**config.mk**
```make
export PLATFORM = sky130hd
export DESIGN_NAME = bcs_ram
export DESIGN_NICKNAME = d
export VERILOG_FILES = /design/src/rtl/bcs_ram.sv
export SDC_FILE = /design/constraint.sdc
export NUM_CORES = 1
export LEC_CHECK = 0
export BUFFER_PORTS_ARGS = -buffer_cell sky130_fd_sc_hd__buf_2
export CAP_MARGIN = 20
export CORE_MARGIN = 3
export CORE_UTILIZATION = 35
export CTS_BUF_LIST = sky130_fd_sc_hd__clkbuf_4 sky130_fd_sc_hd__clkbuf_8
export CTS_CLUSTER_SIZE = 28
export DETAILED_ROUTE_END_ITERATION = 7
export GPL_TIMING_DRIVEN = 0
export PLACE_DENSITY = 0.53
export SETUP_SLACK_MARGIN = 0.15
export SYNTH_ARGS = -nofsm -noshare
export SYNTH_HDL_FRONTEND = slang
export SYNTH_SLANG_ARGS = --single-unit
```
**constraint.sdc**
```tcl
create_clock -name clk -period 3.1 [get_ports clk]
set_clock_uncertainty 0.05 [all_clocks]
set_input_delay 0.31 -clock clk [delete_from_list [all_inputs] [get_ports clk]]
set_output_delay 0.31 -clock clk [all_outputs]
set_load 0.02 [all_outputs]
```
**src/rtl/bcs_ram.sv**
```systemverilog
module bcs_ram #(
	parameter int WIDTH = 1,
	parameter int DEPTH = 1024
) (
	input  logic                     clk,
	input  logic                     we,
	input  logic [$clog2(DEPTH)-1:0] waddr,
	input  logic [WIDTH-1:0]         wdata,
	input  logic [$clog2(DEPTH)-1:0] raddr,
	output logic [WIDTH-1:0]         rdata
);

	logic [WIDTH-1:0] mem [DEPTH];

	always_ff @(posedge clk) begin
		if (we) begin
			mem[waddr] <= wdata;
		end
		rdata <= mem[raddr];
	end

endmodule

```
; Word level (Yosys, flattened, before mapping)
; Memory sizes are Yosys's and may differ from the RTL's. A register that Yosys moved wholly into a read port is not among the register bits.
; Index checks and enable logic that the tools add are counted.
[classes]
n_mux = 2
[op_table]
columns = operator, count
row1 = $mux 1, 2
[totals]
regBits = 0
output_inout_bits = 1
wordCells = 3
in_bits = 23
n_memories = 1
mem_bits_rw = 1024
[mem_list]
columns = memory, words, width, read_ports, rd_clocked_by_memory_dff, write_ports, line_no
row1 = mem, 1024, 1, 1, 1, 1, 13  ; logic [WIDTH-1:0] mem [DEPTH];

; Longest topological paths before layout
; Gate-level depths: netlist (run 1).
[logic_depth]
word_depth = 2
mapped_depth = 15
mapped_depth_nobuf = 8

; Worst setup path before layout (run 1)
; OpenSTA, ideal clock, no wires.
[synth_path]
path_kind = input -> register
from = input port raddr[0]
to = register rdata, read port of mem
t_arrival_ns = 2.447
n_path_buf = 4
setup_slack_ns = 0.466
required_time_ns = 2.913
stages = 10
cell_sequence = buf_6 > buf_12 > buf_12 > buf_2 > mux4_2 > mux4_2 > a211oi_1 > nor2_1 > o311ai_1 > o2111ai_1
[synth_lines]
columns = item, line_no
row1 = start: declaration, 9  ; input logic [$clog2(DEPTH)-1:0] raddr,
row2 = end: declaration, 10  ; output logic [WIDTH-1:0] rdata

==> results of run 1 <==
[critical path, delay by kind of cell]
kind,cells,cell delay (ps)
buffers and inverters,1,590
and+or+nand+nor,5,2310
AOI/OAI and AO/OA,3,680
[worst max path at each step]
stage | start | to | slack [ps]
after global placement | wdata | mem[116] | -11000
final | raddr[5] | rdata | -130
after floorplan | raddr[0] | rdata | 470
after detailed placement | raddr[2] | rdata | -2440
after global routing | raddr[1] | rdata | 110
after CTS | raddr[0] | rdata | 150
[synthesized netlist by cell type, types with 14 or more instances]
| cell | number | share of area, % |
|---|---|---|
| clkbuf_1 | 186 | 1.6 |
| nor3_1 | 37 | 0.41 |
| a21oi_1 | 37 | 0.41 |
| nand3_1 | 37 | 0.41 |
| mux2i_1 | 123 | 2.8 |
| mux4_1 | 14 | 0.82 |
| o221ai_1 | 49 | 0.96 |
| nor2_1 | 1036 | 8.7 |
| nand2_1 | 86 | 0.72 |
| o22ai_1 | 28 | 0.39 |
| buf_6 | 18 | 0.45 |
| buf_2 | 19 | 0.21 |
| a22oi_1 | 17 | 0.29 |
| buf_1 | 57 | 0.48 |
| mux4_2 | 200 | 10 |
| edfxtp_1 | 1024 | 69 |
[area by class of cell]
cell class | count | area share (%)
tap | 1650 | 4.01
clock buffer | 232 | 5.55
clock inverter | 64 | 0.777
inverter | 6 | 0.0534
multi-input combinational | 1778 | 24.4
sequential | 1025 | 59.7
buffer | 303 | 3.27
timing repair buffer | 87 | 2.21
antenna | 7 | 0.0340
[stage by stage]
step           power [mW]  hold WS (ps)  setup TNS [ps]
2_1_floorplan        16.4           359               0
3_3_place_gp         17.6           683               -
3_5_place_dp         17.5           695          -73980
4_1_cts              29.2          29.1               0
5_1_grt              30.0           115               0
6_report             29.3           124            -126
[cell families (layout without fill, tap and decap cells)]
| group | Yosys count | after routing |
|---|---|---|
| buf+inv | 309 | 692 |
| other cells | 0 | 7 |
| compound gates | 178 | 178 |
| mux | 340 | 340 |
| flops | 1025 | 1025 |
| simple gates | 1260 | 1260 |
[routing by layer]
| metal | part of all wire [%] | GRT usage, % | vias to the layer above |
|---|---|---|---|
| met5 | 0.028 | 0 | - |
| met4 | 5.3 | 12.7 | 8 |
| met3 | 12 | 7.29 | 474 |
| met2 | 45 | 39.2 | 1934 |
| met1 | 38 | 33.3 | 15565 |
| li1 | - | - | 12079 |
[flip-flops by register name, summed over array words and instances (netlist names)]
register  flops
rdata         1
mem        1024
[timing repair]
item	4_1_cts	5_1_grt
setup endpoints to repair	1	1
gates resized for setup	72	40
endpoints found under the hold margin	128	3
setup buffers	0	5
hold buffers	2	2
pin swaps	2	4
[power by group]
group	leakage [nW]	internal, mW	switching, mW
Sequential	9.21	15.3	0.00258
Combinational	4.57	0.625	1.46
Clock	1.73	6.16	5.77
[cell usage in the layout, fill, tap and decap left out, types with 5 or more instances in the layout]
| master | Yosys | routed |
|---|---|---|
| o221ai_1 | 49 | 48 |
| inv_8 | 0 | 5 |
| clkbuf_2 | 0 | 14 |
| buf_6 | 18 | 24 |
| mux4_2 | 200 | 200 |
| nor2_1 | 1036 | 1034 |
| a2111oi_0 | 6 | 5 |
| clkinv_2 | 0 | 14 |
| o21ai_0 | 11 | 10 |
| nand2b_1 | 8 | 8 |
| nand4_1 | 10 | 10 |
| nand2_1 | 86 | 86 |
| clkbuf_4 | 3 | 59 |
| buf_8 | 4 | 45 |
| clkinv_1 | 2 | 36 |
| buf_12 | 3 | 10 |
| and2_1 | 6 | 6 |
| nor3_2 | 0 | 5 |
| a22oi_1 | 17 | 16 |
| clkbuf_8 | 0 | 180 |
| buf_16 | 0 | 13 |
| nor2b_1 | 11 | 10 |
| mux4_1 | 14 | 14 |
| edfxtp_1 | 1024 | 1024 |
| a21oi_1 | 37 | 36 |
| clkbuf_1 | 186 | 167 |
| nor3_1 | 37 | 32 |
| buf_1 | 57 | 55 |
| nor3b_1 | 8 | 7 |
| o22ai_1 | 28 | 28 |
| mux2i_1 | 123 | 121 |
| nand3_1 | 37 | 37 |
| diode_2 | 0 | 7 |
| buf_4 | 13 | 24 |
| buf_2 | 19 | 27 |
==> key figures, run 1 <==
Logic synthesis
  • Syn avg cell area: 14.3 um^2
  • Yosys warning total: 0
  • Post-Syn Nets: 3135
  • Mapped Cells: ~3100
  • Synth unique cells: 56
  • EDFF count, synth: 1024
  • Synth Area in Adders: 0%
  • Ys async rst share: 0%
  • Predominant post-synthesis flop cell: edfxtp_1
  • Sequential fraction of the synthesis area: between 60% and 70%
  • Mux cell area share after synthesis: roughly 14%
  • XOR/XNOR Fraction of Synth Area: 0%
  • Synth Register Bits: about 1000
  • Largest family of logic cells by synthesized area: multiplexers
  • Syn Std Cell Area: approximately 45000 um^2
  • Post-Synth Simple-Gate Area: roughly 11%
  • Post-synthesis compound-gate area fraction: around 2.8%

Clock network
  • Clock transition at path regs: approximately 60 ps
  • Root buffer cell: clkbuf_8
  • TritonCTS buffer count: approximately 180
  • TritonCTS clock tree: done
  • Clock tree buffer depth: 3
  • CTS sink cnt: 1025
  • Worst skew pair latency: between 800 and 900 ps
  • Htree depth: 4

GRT
  • Overflow after GRT: 0
  • All-Layer GR Usage: 25.6%
  • Global-route wire length before repair: 231000 um
  • Largest net degree at the start of global routing: 186
  • Initial antenna violation count: 15
  • Vias in the first global route: a little under 30000

Place
  • Post-DP HPWL: roughly 110000 um
  • Placed cell areas: 47700 um^2
  • Placement Setup Slack: -2440 ps
  • Port bufs: 20
  • RePlAce Congestion: 0.935
  • Placed insts: between 4000 and 5000

Final layout
  • P&R area growth vs syn: 15.4%
  • Area of the multi-input gates: 12600 um^2
  • Fraction of layout cells with a size suffix above 1: around a fifth
  • Util after Layout: between 40% and 50%
  • Fin cells: just over 5000
  • Filler cell count: around 12000
  • Post-route cell area: just over 50000 um^2
  • Final-stage net count: between 3000 and 4000
  • Register area: 30800 um^2

Route
  • Residual DRC: 0
  • Vias per cell: 5.83
  • Drt wl/cell: ~33 um
  • DRT antenna net count: 0
  • Vias: 30060
  • Drt pass-1 iters: 8
  • 1st-iter DRT viols: between 4000 and 5000
  • Post-Route WL: between 150000 and 200000 um

Critical path
  • Data arrival time of the worst path: around 4000 ps
  • Reg2reg start: mem[775]
  • Critical Path Sink Type: register
  • FF-to-FF setup slack: about 170 ps
  • Critical Path RT: 3780 ps
  • Crit-path max FO: 9
  • Reg-to-Reg End: rdata
  • Worst-path cell chain: clkbuf_1 > nor2b_1 > nand2_1 > nor2_1 > a311oi_2 > o211ai_1 > and4_2 > nor4_2 > o2111ai_4
  • R2R depth: 7
  • Critical path's slowest cell: nor2b_1
  • Crit start category: primary input
  • Crit-path max cell delay: approximately 890 ps
  • Setup CP Type: in -> reg

Power
  • Power Dens Cells: between 500 and 600 nW/um^2
  • Pleak: roughly 16 nW
  • Peak VDD IR: 0.287 mV

Floorplan
  • Rows: 130
  • Die X: approximately 360 um
  • Die area: ~130000 um^2
  • Initial core utilization: approximately 35%
  • Die H: 363 um
  • Core Region: roughly 130000 um^2
  • I/O Pins: 24

Timing
  • RSZ-0062 raised after global routing: no
  • Worst setup margin: -126 ps
  • Worst-margin pin slew: 1320 ps
  • Fmax: ~310 MHz
  • Period Utilization, post-route: 104%
  • Final Slew Violations: 0
  • Tmin final: between 3000 and 4000 ps
  • # setup viols final: 1
  • Hold Fails Final Rpt: 0
  • Max-slew headroom: 12.0%

Worst hold path
  • Worst Hold Class: in -> reg
  • Worst Hold Path EP: mem[609]
  • Hold path depth: 4
  • Hold Path Origin: waddr[8]

Run
  • Max cap viols: 0

Outcome
  • Status: complete, but fails checks
  • Failing checks: negative setup slack
(Power assumes the default switching activity.)
==> inputs of run 2 (changes only) <==
Clock period 3.1 ns to 3.45 ns, I/O delays scaled along.
==> run 2 against run 1 <==
  * The run now ends clean
  * Clock power down 10%
  * Die area unchanged
  * Count of clock-buffer cells in the layout stayed put
  * Power decreased by 10%
==> key figures, run 2 (synthesis gave the netlist of run 1 again) <==
Timing
  • Final Slew Violations: 0 (unchanged)
  • Tmin final: approximately 3400 ps
  • Worst setup margin: 33.9 ps (+160 ps)
  • Worst-margin pin slew: 1340 ps (+16.9 ps)
  • Period Utilization, post-route: 99.0%
  • Hold Fails Final Rpt: 0 (unchanged)
  • # setup viols final: 0 (-1)
  • TNS Setup: 0 ps (+126 ps)
  • Max-slew headroom: 10.9% (-1.1 points)
  • Fmax: a little under 300 MHz
  • RSZ-0062 raised after global routing: no

Power
  • Sw Pwr: 6.47 mW (-11%)
  • Sequential Power Share: 52.3% (+0.2 points)
  • P_int: 19.8 mW (-10%)
  • Clock share of power: 40.8% (about the same)
  • Peak VDD IR: 0.259 mV (-9.8%)
  • Pleak: 15.4 nW (-0.64%)
  • Total power: 26.3 mW (-10%)
  • Power Dens Cells: 512 nW/um^2 (-9.9%)
  • Switching Fraction: 24.6% (-0.061 points)
  • Logic gate share of total power: 6.9% (-0.2 points)

Worst hold path
  • Hold path depth: 2 (-2)
  • Worst Hold Class: in -> reg

Final layout
  • Reg with most FFs: mem
  • Largest registers: mem (1024), rdata (1)
  • Post-route cell area: 51300 um^2 (-0.53%)
  • P&R area growth vs syn: 14.8%
  • Most common cell after layout, fill and taps aside: nor2_1
  • Fraction of layout cells with a size suffix above 1: 18.2% (-0.64 points)
  • Util after Layout: 40.6% (-0.22 points)
  • Filler cell count: 12003 (+0.19%)
  • Leading cell types in the layout, fill and taps excluded: nor2_1, edfxtp_1, mux4_2
  • Max reg flops: 1024 (unchanged)
  • Final-stage net count: 3397 (-0.12%)

Place
  • Placement Setup Slack: -2120 ps (+315 ps)
  • RePlAce Congestion: 0.935 (unchanged)
  • Placed cell areas: 47700 um^2 (unchanged)
  • Port bufs: 20 (unchanged)
  • Post-DP HPWL: 112000 um (unchanged)

GRT
  • Overflow after GRT: 0 (unchanged)
  • Vias in the first global route: 29228 (+0.11%)
  • All-Layer GR Usage: 25.6% (about the same)
  • Global-route wire length before repair: 231000 um (about the same)
  • Initial antenna violation count: 13 (-2)
  • Largest net degree at the start of global routing: 186 (unchanged)

Run
  • Max cap viols: 0 (unchanged)

Route
  • Vias per cell: 5.85 (+0.29%)
  • Residual DRC: 0 (unchanged)
  • Drt pass-1 iters: 7 (-1)
  • Drt wl/cell: 33.1 um (about the same)
  • 1st-iter DRT viols: 4941 (+2.6%)
  • DRT antenna net count: 0 (unchanged)
  • Vias: 30136 (+0.25%)
  • Post-Route WL: 170000 um (about the same)

Clock network
  • Worst skew pair latency: 880 ps (about the same)
  • TritonCTS buffer count: 177 (unchanged)
  • Clock transition at path regs: 60 ps (about the same)
  • TritonCTS clock tree: done
  • Htree depth: 4 (unchanged)
  • Root buffer cell: clkbuf_8
  • CTS sink cnt: 1025 (unchanged)
  • Clock tree buffer depth: 3 (unchanged)

Floorplan
  • Die H: 363 um (unchanged)
  • Die area: 132000 um^2 (unchanged)
  • I/O Pins: 24 (unchanged)
  • Rows: 130 (unchanged)
  • Core Region: 126000 um^2 (unchanged)
  • Initial core utilization: 35.4% (unchanged)
  • Die X: 363 um (unchanged)

Critical path
  • Crit start category: primary input
  • Data arrival time of the worst path: 4070 ps (+160 ps)
  • Critical Path RT: 4110 ps (+330 ps)
  • Crit-path max FO: 10 (+1)
  • Critical Path Sink Type: register
  • Setup CP Type: in -> reg
  • R2R depth: 7 (unchanged)

Outcome
  • Status: finished, final reports clean
==> run 2: cell types whose count changed in the layout (fill, tap and decap cells not counted), sizes merged <==
| cell | before | now |
|---|---|---|
| buf | 198 | 191 |
| clkbuf | 420 | 423 |
| clkdlybuf4s18 | 0 | 1 |
| diode | 7 | 9 |
| dlygate4sd3 | 4 | 3 |
==> run 2: worst paths after layout <==
path | from | end | slack, ps
max | raddr[2] | rdata | 30
min | raddr[6] | rdata | 150
max reg2reg | mem[947] | rdata | 280
min reg2reg | mem[635] | rdata | 1220
==> run 2: final cells by class <==
| type | instances | area, um^2 | share of cell area (%) |
|---|---|---|---|
| flip-flops and latches | 1025 | 30800 | 60.0 |
| multi-input cells | 1778 | 12500 | 24.3 |
| clock buffers | 232 | 2860 | 5.58 |
| well taps | 1650 | 2060 | 4.03 |
| plain buffers | 303 | 1540 | 3.00 |
| repair buffers | 83 | 1120 | 2.18 |
| clock inverters | 64 | 400 | 0.781 |
| inverters | 6 | 27.5 | 0.0537 |
| diodes | 9 | 22.5 | 0.0439 |
==> run 2: power by group through the flow <==
| stage | Sequential [mW] | Clock, mW | Combinational [mW] |
|---|---|---|---|
| 2_1_floorplan | 14.0 | 0 | 0.793 |
| 3_5_place_dp | 14.0 | 0 | 1.74 |
| 6_report | 13.7 | 10.7 | 1.82 |
| 5_1_grt | 13.7 | 11.3 | 1.84 |
| 4_1_cts | 13.7 | 10.8 | 1.76 |
| 3_3_place_gp | 14.2 | 0 | 1.67 |
==> run 2: critical path: stages <==
cell and delay [ps]:
clkbuf_2 310, clkinv_4 330, buf_4 350, clkbuf_2 470, clkbuf_1 720, buf_8 240
a21oi_1 50, nor3_1 630, o311ai_1 290, o2111ai_2 270
==> run 2: metal layers <==
metal | vias up | global-route usage, % | part of all wire (%)
met5 | - | 0.327 | 0.077
met4 | 14 | 13.1 | 5.7
met3 | 517 | 7.25 | 11
met2 | 2000 | 39.0 | 44
met1 | 15532 | 33.4 | 38
li1 | 12073 | - | -
==> run 2: what timing repair did <==
action                     in CTS  in global routing
gates cloned                    0                  0
gates resized for setup        35                 13
setup buffers                   0                  0
hold endpoints to repair      106                  3
setup endpoints to repair       1                  1
hold buffers                    1                  2
==> run 2: per-stage QoR <==
stage,instances,hold WS [ps]
after global placement,4782,718
after floorplan,3112,394
after CTS,5132,24.5
after global routing,5143,103
final,5150,155
after detailed placement,4835,730
